===== config.mk =====
export PLATFORM = sky130hd
export DESIGN_NAME = mda_div_cell
export DESIGN_NICKNAME = d
export VERILOG_FILES = /design/src/sv/mda_pkg.sv /design/src/sv/mda_div_cell.sv
export SDC_FILE = /design/constraint.sdc
export NUM_CORES = 1
export LEC_CHECK = 0
export BUFFER_PORTS_ARGS = -buffer_cell sky130_fd_sc_hd__buf_2
export CAP_MARGIN = 0
export CORE_MARGIN = 1.5
export CORE_UTILIZATION = 34
export CTS_CLUSTER_SIZE = 14
export DETAILED_ROUTE_END_ITERATION = 10
export SYNTH_ARGS = -nofsm -noshare
export SYNTH_HDL_FRONTEND = slang
export SYNTH_SLANG_ARGS = --single-unit

===== constraint.sdc =====
create_clock -name clk -period 1.3 [get_ports clk]
set_clock_uncertainty 0.2 [all_clocks]
set_input_delay 0.26 -clock clk [delete_from_list [all_inputs] [get_ports clk]]
set_output_delay 0.26 -clock clk [all_outputs]
set_load 0.05 [all_outputs]

===== src/sv/mda_pkg.sv =====
`timescale 1ns / 1ps
// ---------------------------------------------------------------------------
// mda_pkg
// Types, constants and helpers shared by the distance approximation block.
// ---------------------------------------------------------------------------
package mda_pkg;

    localparam int COORD_BITS = 32;
    localparam int RAD_W      = 74;
    localparam int ROOT_W     = 37;
    localparam int SQREM_W    = 39;
    localparam int DEN_W      = 33;
    localparam int DEN8_W     = 41;
    localparam int NUM_W      = 73;
    localparam int Q_W        = 40;
    localparam int CIRC_W     = 36;

    localparam logic [31:0] DIST_COEF0_RST  = 32'd16777216;
    localparam logic [31:0] DIST_COEF2_RST  = 32'd325977162;
    localparam logic [31:0] DIST_COEF4_RST  = 32'd1245258622;
    localparam logic [31:0] YCORR_COEF0_RST = 32'd266638447;
    localparam logic [31:0] YCORR_COEF2_RST = 32'd50098407;
    localparam logic [31:0] YCORR_COEF4_RST = 32'hE8B7_E34E;
    localparam logic [CIRC_W-1:0] CIRC_RST  = 36'd40075016686;

    typedef enum logic [2:0] {
        REG_DIST_COEF0  = 3'd0,
        REG_DIST_COEF2  = 3'd1,
        REG_DIST_COEF4  = 3'd2,
        REG_YCORR_COEF0 = 3'd3,
        REG_YCORR_COEF2 = 3'd4,
        REG_YCORR_COEF4 = 3'd5,
        REG_CIRC        = 3'd6,
        REG_SPARE       = 3'd7
    } cfg_reg_t;

    typedef struct packed {
        logic [COORD_BITS-1:0] first_x;
        logic [COORD_BITS-1:0] first_y;
        logic [COORD_BITS-1:0] second_x;
        logic [COORD_BITS-1:0] second_y;
    } in_word_t;

    typedef struct packed {
        logic [Q_W-1:0] distance_mm;
        logic           saturated;
    } out_word_t;

    typedef struct packed {
        logic [31:0] dist_coef0;
        logic [31:0] dist_coef2;
        logic [31:0] dist_coef4;
        logic [31:0] ycorr_coef0;
        logic [31:0] ycorr_coef2;
        logic [31:0] ycorr_coef4;
    } coef_t;

    typedef struct packed {
        logic [RAD_W-1:0] rad;
        logic [DEN_W-1:0] den;
    } front_t;

    typedef struct packed {
        logic [RAD_W-1:0]   rad;
        logic [ROOT_W-1:0]  root;
        logic [SQREM_W-1:0] rem;
        logic [DEN_W-1:0]   den;
    } sq_t;

    typedef struct packed {
        logic [DEN8_W-1:0] rem;
        logic [Q_W-1:0]    num;
        logic [Q_W-1:0]    q;
        logic [DEN8_W-1:0] den8;
        logic              sat;
    } dv_t;

    function automatic logic [31:0] align_coord(input logic [COORD_BITS-1:0] v);
        logic [COORD_BITS+31:0] w;
        w = {v, 32'd0} >> COORD_BITS;
        return w[31:0];
    endfunction

    function automatic logic [31:0] coef_mag(input logic [31:0] raw);
        return raw[31] ? (32'd0 - raw) : raw;
    endfunction

    function automatic logic signed [33:0] apply_sign(input logic [31:0] mag,
                                                      input logic neg);
        logic signed [33:0] m;
        m = signed'({2'b00, mag});
        return neg ? -m : m;
    endfunction

endpackage


===== src/sv/mda_div_cell.sv =====
`timescale 1ns / 1ps
// ---------------------------------------------------------------------------
// mda_div_cell
// One quotient bit of a restoring division, handed to the next cell.
// ---------------------------------------------------------------------------
module mda_div_cell (
    input  logic          clk,
    input  logic          rst_n,
    input  logic          en,
    input  logic          in_valid,
    input  mda_pkg::dv_t  in_data,
    output logic          out_valid,
    output mda_pkg::dv_t  out_data
);

    logic                       valid_reg;
    mda_pkg::dv_t               data_reg;
    mda_pkg::dv_t               data_next;
    logic [mda_pkg::DEN8_W:0]   rem2;

    always_comb
    begin
        rem2 = {in_data.rem, in_data.num[mda_pkg::Q_W-1]};
        data_next     = in_data;
        data_next.num = {in_data.num[mda_pkg::Q_W-2:0], 1'b0};
        if (rem2 >= {1'b0, in_data.den8})
        begin
            data_next.rem = mda_pkg::DEN8_W'(rem2 - {1'b0, in_data.den8});
            data_next.q   = {in_data.q[mda_pkg::Q_W-2:0], 1'b1};
        end
        else
        begin
            data_next.rem = rem2[mda_pkg::DEN8_W-1:0];
            data_next.q   = {in_data.q[mda_pkg::Q_W-2:0], 1'b0};
        end
    end

    always_ff @(posedge clk or negedge rst_n)
    begin
        if (!rst_n)
        begin
            valid_reg <= 1'b0;
        end
        else if (en)
        begin
            valid_reg <= in_valid;
        end
    end

    always_ff @(posedge clk)
    begin
        if (en)
        begin
            data_reg <= data_next;
        end
    end

    assign out_valid = valid_reg;
    assign out_data  = data_reg;

endmodule


==> out/metrics.cfg <==
[logic_synthesis]
async_flop_share_pct = 0.613
synth_nets = 865
synthesis.instances = 656
ys_types = 71
synth_area_um2 = 8030
yosys_warnings = 0
ys_seq_elements = 163
synth.avg_cell_area_um2 = 12.2
synth_edf_count = 162
synth_ff_type = edfxtp_1
synth_seq_area_share_pct = 60.9

[place]
hpwl_um = 20400
io_buffer_count = 328
place_ws_ns = -2.09
place_inst = 1469
place_area_um2 = 11400
place_congestion = 0.861

[clocking]
numCtsBuffers = 17
clock-sinks = 163
clkSlewWorstSetupHoldPaths_ns = 0.08
cts-root-buf = clkbuf_16
clock_latency_ns = 0.43
cts_tree = done
htree_levels = 4
clk_path_buf_depth = 2

[global_route]
grt_overflow_total = 0
grt_pass1_wl_um = 45300
grt_max_degree = 30
grt_use_total_pct = 24.4
grt_pass1_vias = 8315
antenna_found_initial = 4

[drt]
routedWlPerCell_um = 18.3
vias = 7954
ant_nets = 0
firstDrtPassIters = 5
drc = 0
viasPerCell = 4.77
drt_iter0_drc = 497
routed_wl_um = 30400

[timing]
min_period_over_period_pct = 222
grt_setup_unrepaired = true
worst_slack_ns = -1.58
finalSetupViolCount = 210
whs_ns = 0.0110
maxSlewViolCount = 0
clock.fmax_mhz = 347
hold_viol = 0
fin_crit_ns = 2.88
setup_tns_ns = -87.10

[die]
start_util_pct = 34.4
die-area_um2 = 24600
die_h_um = 157
die_x_um = 157
row_count = 56
core_um2 = 23300
pin_count = 331

[critical_path]
path_max_fanout = 2
end_kind = flip-flop
cp.arrival_ns = 2.86
required_ns = 1.28
critical_path_class = primary input to flip-flop
startpoint_type = primary input

[status]
outcome = finished, violations left
violations = setup timing

[layout]
drive_gt1_share_pct = 47.1
areaGrowthSynthToFinish_pct = 88.7
multi_input_area_um2 = 3100
register_area_um2 = 4890
utilization_pct = 65.0
n_fill_cell = 1747
fin_cells = 1666
nNetsFinal = 1541
final_cell_area_um2 = 15200

[pwr]
p_total_mw = 18.8
vdd_drop_max_uv = 818
power_density_nw_per_um2 = 1240
p_leak_nw = 6.72

[flow_run]
drv_cap = 0

[worst_hold_path]
holdCritPathClass = primary input to flip-flop

-- cells by family after synthesis --
| family | Yosys count | share of synthesized area [%] |
|---|---|---|
| AND/OR/NAND/NOR | 150 | 8.72 |
| adder cells (fa/ha/maj) | 42 | 6.63 |
| buffers and inverters | 80 | 4.52 |
| XOR/XNOR | 33 | 3.60 |
| other | 1 | 0.0467 |
| flip-flops | 163 | 60.9 |
| multiplexers | 7 | 0.966 |
| AO/OA/AOI/OAI | 180 | 14.7 |
-- worst max-delay path, stage by stage --
cell      delay, ns
buf_12         0.11
inv_12         0.04
ha_4           0.12
inv_2          0.03
fa_2           0.34
a21o_1         0.18
a22o_1         0.20
o31a_1         0.27
a2111o_1       0.39
a21oi_2        0.18
buf_4          0.15
o21ai_4        0.06
mux2_4         0.30
a32o_1         0.23
-- cell type report --
class,instances,share of cell area [%]
Timing Repair Buffer,680,39.0
Sequential cell,163,32.3
Multi-Input combinational cell,413,20.4
Clock buffer,17,2.81
Tap cell,319,2.63
Inverter,57,1.51
Clock inverter,15,1.32
Antenna cell,2,0.0330
-- power breakdown --
group          internal, mW  switching, mW
registers              6.43          0.287
logic                  2.90           3.76
clock network          2.81           2.58
total                  12.1           6.63
-- cell usage in the layout (no fill, tap or decap), types with 6 or more instances in the layout --
cell type / Yosys / final
buf_4: 2 / 183
buf_6: 5 / 165
buf_2: 3 / 163
edfxtp_1: 162 / 162
dlygate4sd3_1: 0 / 149
nand2_1: 71 / 60
inv_1: 57 / 54
a21oi_1: 43 / 41
ha_1: 41 / 40
o21ai_0: 44 / 23
nor2_1: 24 / 23
o21ai_2: 1 / 20
clkbuf_16: 0 / 19
xnor2_1: 19 / 18
xor2_1: 14 / 14
nand4_1: 12 / 12
o21ai_1: 12 / 12
a21o_1: 11 / 11
o211ai_1: 11 / 11
nand3_1: 9 / 9
buf_8: 1 / 9
o21bai_1: 8 / 8
buf_12: 0 / 8
inv_8: 0 / 7
a21oi_2: 4 / 6
nor3_1: 7 / 6
nand2b_1: 6 / 6
o21a_1: 6 / 6
nand2_2: 0 / 6
-- cells in the mapped netlist (3+ instances only) --
cell type	instances	share of area [%]
a21oi_1	43	2.7
inv_1	57	2.7
o21ai_0	44	2.7
nor2_1	24	1.1
o21bai_1	8	0.75
buf_2	3	0.19
a311oi_1	3	0.33
and3_1	5	0.39
o21ai_1	12	0.75
nand2_1	71	3.3
edfxtp_1	162	61
o211ai_1	11	1.0
o22ai_1	3	0.23
nor3_1	7	0.44
nand4_1	12	0.93
nand2b_1	6	0.47
nor2b_1	3	0.23
buf_6	5	0.70
mux2_1	5	0.70
xnor2_1	19	2.1
nand3_1	9	0.56
ha_1	41	6.4
clkbuf_1	9	0.42
a21o_1	11	1.0
xor2_1	14	1.5
o21a_1	6	0.56
a21oi_2	4	0.44
-- flip-flops by register name, summed over array words and instances, names as in the netlist --
register   cells
out_data     162
out_valid      1
-- final timing paths --
check / slack (ns) / to / startpoint / cells after the start
setup / recovery: -1.58 / out_data[160] / in_data[121] / 14
hold / removal: 0.01 / out_data[145] / in_data[144] / 4
setup reg to reg: 0.33 / out_valid / out_valid / 1
hold reg to reg: 0.35 / out_valid / out_valid / 1
max in group asynchronous: 0.32 / out_valid / rst_n / 3
min in group asynchronous: 0.48 / out_valid / rst_n / 3
-- routing by layer --
layer | share of wire, % | global-route usage [%]
met2 | 51 | 43.5
met1 | 40 | 28.1
met5 | 0.11 | 0
met4 | 2.9 | 9.16
met3 | 6.5 | 6.09
-- what timing repair did --
item,4_1_cts,5_1_grt
hold buffers,149,1
endpoints found under the hold margin,152,5
pin swaps,15,19
resized for setup,386,51
buffers inserted,6,7
endpoints found under the setup margin,205,210
cloned,2,2
Power figures use the tool's default switching activity.
