**config.mk**
```make
export PLATFORM = sky130hd
export DESIGN_NAME = mda_sqrt_cell
export DESIGN_NICKNAME = d
export VERILOG_FILES = /design/src/sv/mda_pkg.sv /design/src/sv/mda_sqrt_cell.sv
export SDC_FILE = /design/constraint.sdc
export NUM_CORES = 1
export LEC_CHECK = 0
export ABC_AREA = 0
export BUFFER_PORTS_ARGS = -buffer_cell sky130_fd_sc_hd__buf_2
export CAP_MARGIN = 20
export CORE_MARGIN = 1.5
export CORE_UTILIZATION = 41
export DETAILED_ROUTE_END_ITERATION = 12
export HOLD_SLACK_MARGIN = 0.12
export PLACE_DENSITY_LB_ADDON = 0.05
export REMOVE_ABC_BUFFERS = 1
export SYNTH_ARGS = -nofsm -noshare
export SYNTH_HDL_FRONTEND = slang
export SYNTH_SLANG_ARGS = --single-unit
```
**constraint.sdc**
```tcl
create_clock -name clk -period 0.8 [get_ports clk]
set_clock_uncertainty 0.05 [all_clocks]
set_input_delay 0.24 -clock clk [delete_from_list [all_inputs] [get_ports clk]]
set_output_delay 0.24 -clock clk [all_outputs]
set_load 0.02 [all_outputs]
```
**src/sv/mda_pkg.sv**
```systemverilog
`timescale 1ns / 1ps
// ---------------------------------------------------------------------------
// mda_pkg
// Types, constants and helpers shared by the distance approximation block.
// ---------------------------------------------------------------------------
package mda_pkg;

    localparam int COORD_BITS = 32;
    localparam int RAD_W      = 74;
    localparam int ROOT_W     = 37;
    localparam int SQREM_W    = 39;
    localparam int DEN_W      = 33;
    localparam int DEN8_W     = 41;
    localparam int NUM_W      = 73;
    localparam int Q_W        = 40;
    localparam int CIRC_W     = 36;

    localparam logic [31:0] DIST_COEF0_RST  = 32'd16777216;
    localparam logic [31:0] DIST_COEF2_RST  = 32'd325977162;
    localparam logic [31:0] DIST_COEF4_RST  = 32'd1245258622;
    localparam logic [31:0] YCORR_COEF0_RST = 32'd266638447;
    localparam logic [31:0] YCORR_COEF2_RST = 32'd50098407;
    localparam logic [31:0] YCORR_COEF4_RST = 32'hE8B7_E34E;
    localparam logic [CIRC_W-1:0] CIRC_RST  = 36'd40075016686;

    typedef enum logic [2:0] {
        REG_DIST_COEF0  = 3'd0,
        REG_DIST_COEF2  = 3'd1,
        REG_DIST_COEF4  = 3'd2,
        REG_YCORR_COEF0 = 3'd3,
        REG_YCORR_COEF2 = 3'd4,
        REG_YCORR_COEF4 = 3'd5,
        REG_CIRC        = 3'd6,
        REG_SPARE       = 3'd7
    } cfg_reg_t;

    typedef struct packed {
        logic [COORD_BITS-1:0] first_x;
        logic [COORD_BITS-1:0] first_y;
        logic [COORD_BITS-1:0] second_x;
        logic [COORD_BITS-1:0] second_y;
    } in_word_t;

    typedef struct packed {
        logic [Q_W-1:0] distance_mm;
        logic           saturated;
    } out_word_t;

    typedef struct packed {
        logic [31:0] dist_coef0;
        logic [31:0] dist_coef2;
        logic [31:0] dist_coef4;
        logic [31:0] ycorr_coef0;
        logic [31:0] ycorr_coef2;
        logic [31:0] ycorr_coef4;
    } coef_t;

    typedef struct packed {
        logic [RAD_W-1:0] rad;
        logic [DEN_W-1:0] den;
    } front_t;

    typedef struct packed {
        logic [RAD_W-1:0]   rad;
        logic [ROOT_W-1:0]  root;
        logic [SQREM_W-1:0] rem;
        logic [DEN_W-1:0]   den;
    } sq_t;

    typedef struct packed {
        logic [DEN8_W-1:0] rem;
        logic [Q_W-1:0]    num;
        logic [Q_W-1:0]    q;
        logic [DEN8_W-1:0] den8;
        logic              sat;
    } dv_t;

    function automatic logic [31:0] align_coord(input logic [COORD_BITS-1:0] v);
        logic [COORD_BITS+31:0] w;
        w = {v, 32'd0} >> COORD_BITS;
        return w[31:0];
    endfunction

    function automatic logic [31:0] coef_mag(input logic [31:0] raw);
        return raw[31] ? (32'd0 - raw) : raw;
    endfunction

    function automatic logic signed [33:0] apply_sign(input logic [31:0] mag,
                                                      input logic neg);
        logic signed [33:0] m;
        m = signed'({2'b00, mag});
        return neg ? -m : m;
    endfunction

endpackage

```
**src/sv/mda_sqrt_cell.sv**
```systemverilog
`timescale 1ns / 1ps
// ---------------------------------------------------------------------------
// mda_sqrt_cell
// One root bit: bring in two radicand bits, trial subtract, pass right.
// ---------------------------------------------------------------------------
module mda_sqrt_cell (
    input  logic          clk,
    input  logic          rst_n,
    input  logic          en,
    input  logic          in_valid,
    input  mda_pkg::sq_t  in_data,
    output logic          out_valid,
    output mda_pkg::sq_t  out_data
);

    logic                         valid_reg;
    mda_pkg::sq_t                 data_reg;
    mda_pkg::sq_t                 data_next;
    logic [mda_pkg::SQREM_W-1:0]  rem2;
    logic [mda_pkg::SQREM_W-1:0]  trial;

    always_comb
    begin
        rem2  = {in_data.rem[mda_pkg::SQREM_W-3:0],
                 in_data.rad[mda_pkg::RAD_W-1 -: 2]};
        trial = {1'b0, in_data.root[mda_pkg::SQREM_W-4:0], 2'b01};
        data_next     = in_data;
        data_next.rad = {in_data.rad[mda_pkg::RAD_W-3:0], 2'b00};
        if (rem2 >= trial)
        begin
            data_next.rem  = rem2 - trial;
            data_next.root = {in_data.root[mda_pkg::ROOT_W-2:0], 1'b1};
        end
        else
        begin
            data_next.rem  = rem2;
            data_next.root = {in_data.root[mda_pkg::ROOT_W-2:0], 1'b0};
        end
    end

    always_ff @(posedge clk or negedge rst_n)
    begin
        if (!rst_n)
        begin
            valid_reg <= 1'b0;
        end
        else if (en)
        begin
            valid_reg <= in_valid;
        end
    end

    always_ff @(posedge clk)
    begin
        if (en)
        begin
            data_reg <= data_next;
        end
    end

    assign out_valid = valid_reg;
    assign out_data  = data_reg;

endmodule

```
==> run_summary.xml <==
<?xml version="1.0" encoding="UTF-8"?>
<metrics>
  <group name="min_path">
    <metric name="hold_path.class" unit="">input pin to flip-flop</metric>
  </group>
  <group name="die">
    <metric name="initial_core_util" unit="%">42.1</metric>
    <metric name="die_y" unit="um">145</metric>
    <metric name="pin_count" unit="">371</metric>
    <metric name="die_area" unit="um^2">21000</metric>
    <metric name="core_area" unit="um^2">19600</metric>
    <metric name="die-width" unit="um">145</metric>
    <metric name="placementRows" unit="">51</metric>
  </group>
  <group name="detailed_routing">
    <metric name="drt-wirelength-per-cell" unit="um">19.9</metric>
    <metric name="highest_layer" unit="">met4</metric>
    <metric name="dr_wl_met2" unit="um">16000</metric>
    <metric name="drtAntennaViolNets" unit="">0</metric>
    <metric name="drt_drc_violations_left" unit="">0</metric>
    <metric name="via_count" unit="">7792</metric>
    <metric name="drt-met1-wl" unit="um">11600</metric>
    <metric name="route.final.wire_length" unit="um">31400</metric>
    <metric name="met3WireLength" unit="um">2370</metric>
    <metric name="first_iter_violations" unit="">318</metric>
    <metric name="firstDrtPassIters" unit="">5</metric>
    <metric name="avgViaCountPerCell" unit="">4.94</metric>
  </group>
  <group name="setup_path">
    <metric name="critPathLaunchType" unit="">input pin</metric>
    <metric name="cp.arrival" unit="ns">2.53</metric>
    <metric name="cpLargestDelayFamily" unit="">simple AND/OR/NAND/NOR gates</metric>
    <metric name="critical_path_buf_inv_count" unit="">6</metric>
    <metric name="cp_slowest_cell" unit="">or4b_4</metric>
    <metric name="timing.critical_path.cells" unit="">buf_8 -&gt; inv_4 -&gt; ha_4 -&gt; and4_4 -&gt; nand3_4 -&gt; or4b_4 -&gt; o21ai_4 -&gt; inv_2 -&gt; a31oi_4 -&gt; nand2_4 -&gt; buf_6 -&gt; buf_4 -&gt; buf_6 -&gt; o21ai_1</metric>
    <metric name="timing.critical_path.slowest_cell_delay" unit="ns">0.50</metric>
    <metric name="cp.required" unit="ns">1.02</metric>
    <metric name="worst-setup-path-type" unit="">input pin to flip-flop</metric>
    <metric name="cp_common_cell" unit="">buf_6</metric>
    <metric name="category_of_the_worst_setup_path_capture_point" unit="">flip-flop</metric>
    <metric name="cp_max_fo" unit="">5</metric>
  </group>
  <group name="sta">
    <metric name="final.min_clock_period" unit="ns">2.31</metric>
    <metric name="slew_violations" unit="">0</metric>
    <metric name="whs" unit="ns">-0.00780</metric>
    <metric name="timing_hold_violations_final" unit="">1</metric>
    <metric name="grt_setup_unrepaired" unit="">yes</metric>
    <metric name="totalNegativeSetupSlack" unit="ns">-142.25</metric>
    <metric name="setup_viol" unit="">234</metric>
    <metric name="max_freq" unit="MHz">432</metric>
    <metric name="final_setup_slack_of_the_worst_path" unit="ns">-1.51</metric>
    <metric name="final.period_utilization" unit="%">289</metric>
  </group>
  <group name="power_and_ir_drop">
    <metric name="irDropWorstVdd" unit="uV">1550</metric>
    <metric name="power_per_cell_area" unit="nW/um^2">1910</metric>
    <metric name="static-leakage-power" unit="nW">6.78</metric>
  </group>
  <group name="clock_tree">
    <metric name="cts_hold_buffers" unit="">143</metric>
    <metric name="tritoncts" unit="">built</metric>
    <metric name="ctsLongestPathBuffers" unit="">2</metric>
    <metric name="path_clk_slew" unit="ns">0.07</metric>
    <metric name="htreeDepth" unit="">4</metric>
    <metric name="worst_skew_pair.late_latency" unit="ns">0.43</metric>
    <metric name="ctsRootBufferMaster" unit="">clkbuf_16</metric>
    <metric name="cts_num_sinks" unit="">182</metric>
    <metric name="tritoncts.num_buffers" unit="">17</metric>
  </group>
  <group name="yosys">
    <metric name="yosysUniqueCellTypes" unit="">64</metric>
    <metric name="yosys_register_bits" unit="">182</metric>
    <metric name="synthesis.yosys.warnings" unit="">0</metric>
    <metric name="ys_async_sr_fraction" unit="%">0.549</metric>
    <metric name="postSynthAreaPerCell" unit="um^2">13.3</metric>
    <metric name="yosys_most_used_dff" unit="">edfxtp_1</metric>
    <metric name="synth_sequential_area_ratio" unit="%">66.2</metric>
    <metric name="post_synth_instance_area" unit="um^2">8250</metric>
    <metric name="synth-edff-count" unit="">181</metric>
    <metric name="synthesized_instance_count" unit="">620</metric>
  </group>
  <group name="global_routing">
    <metric name="grt_usage" unit="%">26.4</metric>
    <metric name="pin_count_of_the_biggest_net_entering_global_routing" unit="">42</metric>
    <metric name="first_pass_grt_wire_length" unit="um">41200</metric>
    <metric name="grt_pass1_vias" unit="">7683</metric>
    <metric name="initial_antenna_violation_count" unit="">2</metric>
    <metric name="gr-total-overflow" unit="">0</metric>
  </group>
  <group name="placement">
    <metric name="dp.final_hpwl" unit="um">19000</metric>
    <metric name="numPortBuffers" unit="">365</metric>
    <metric name="post-place-cells" unit="">1370</metric>
    <metric name="gp_routability_congestion" unit="">0.835</metric>
  </group>
  <group name="layout">
    <metric name="area_growth_syn_to_layout" unit="%">86.6</metric>
    <metric name="most_frequent_cells_in_the_layout" unit="">buf_2, edfxtp_1, buf_6, buf_4, dlygate4sd3_1</metric>
    <metric name="layout-drive-gt1-share" unit="%">50.3</metric>
    <metric name="commonest_non_fill_non_tap_cell_in_the_layout" unit="">buf_2</metric>
    <metric name="finalNonFillerCells" unit="">1576</metric>
    <metric name="fin_nets" unit="">1521</metric>
  </group>
  <group name="job">
    <metric name="timing.max_cap.violations" unit="">0</metric>
  </group>
  <group name="run_status">
    <metric name="violations" unit="">negative hold slack, negative setup slack</metric>
    <metric name="status" unit="">finished, violations left</metric>
  </group>
</metrics>
[sequential cells by signal (all words and copies together), names as in the netlist]
register / cells
out_valid: 1
out_data: 181
[cells in the mapped netlist (2+ instances only)]
cell type  count  share of area, %
and3_1         2              0.15
mux2_1         2              0.27
nand4_1        7              0.53
and4_1         2              0.21
o21ai_1       31               1.9
a31oi_1        5              0.38
xor2_1        13               1.4
nor3_1         7              0.42
mux2i_1        2              0.24
a21boi_0       2              0.18
inv_2          2             0.091
o21a_1         9              0.82
a41oi_1        3              0.32
nand2_1       59               2.7
or3_1          2              0.15
a211oi_1       7              0.64
o31ai_2        5              0.76
inv_1         45               2.0
nor2b_1        4              0.30
buf_6          4              0.55
buf_2          5              0.30
or2_2          3              0.23
ha_1          38               5.8
nor2_1        23               1.0
nand2b_1       2              0.15
o21ai_0       17               1.0
xnor2_1       15               1.6
nand3_1       12              0.73
a21oi_1       37               2.2
buf_4          2              0.18
clkbuf_1      13              0.59
a21o_1        26               2.4
edfxtp_1     181                66
o21bai_1       3              0.27
[path summary, 6_finish.rpt]
kind	to	cells after the start	slack [ns]	startpoint
worst max register to register	out_valid	1	-0.02	out_valid
worst min-delay path	out_valid	2	-0.008	in_valid
worst min register to register	out_valid	1	0.50	out_valid
max in group asynchronous	out_valid	2	0.54	rst_n
worst max-delay path	out_data[49]	14	-1.51	in_data[92]
min in group asynchronous	out_valid	2	0.08	rst_n
[where the power goes]
group,leakage [nW],switching (mW),total (mW),internal (mW)
logic,4.72,4.40,9.04,4.64
clock network,0.283,4.17,8.39,4.22
registers,1.78,0.437,12.1,11.6
total,6.78,9.00,29.5,20.5
[final cells by class]
| cell class | count | area [um^2] |
|---|---|---|
| Timing Repair Buffer | 680 | 5840 |
| Sequential cell | 182 | 5460 |
| Fill cell | 1222 | 4190 |
| Multi-Input combinational cell | 368 | 2980 |
| Clock buffer | 18 | 429 |
| Tap cell | 265 | 332 |
| Inverter | 47 | 209 |
| Clock inverter | 14 | 151 |
| Antenna cell | 2 | 5.00 |
[metrics by stage]
stage	power, mW	setup slack, ns	utilization [%]	instance area (um^2)
2_1_floorplan	15.3	-2.57	-	8120
5_1_grt	30.6	-1.61	78.6	15400
3_3_place_gp	18.3	-2.17	58.3	11400
6_report	29.5	-1.51	78.6	15400
3_5_place_dp	18.3	-2.20	58.3	11400
4_1_cts	28.2	-1.50	73.7	14400
[logic make-up (layout without fill, tap and decap cells)]
family	count (synthesis)	count (layout)	synth area share, %
AO/OA/AOI/OAI	165	165	13.4
XOR/XNOR	28	28	2.97
adder cells (fa/ha/maj)	38	38	5.76
buffers and inverters	71	759	3.76
flip-flops	182	182	66.2
multiplexers	5	5	0.652
other	1	4	0.0454
AND/OR/NAND/NOR	130	130	7.23
[what timing repair did]
item                                    in CTS  in global routing
pin swaps                                   36                 30
buffers inserted                            13                 13
endpoints found under the setup margin     222                225
cloned                                       0                  4
hold endpoints to repair                   167                 24
resized for setup                          221                236
[metal layers]
layer,GRT usage (%),up-vias
li1,-,3664
met1,29.5,3739
met2,45.0,311
met3,7.93,78
met4,14.5,0
met5,0,-
(Power assumes the default switching activity.)
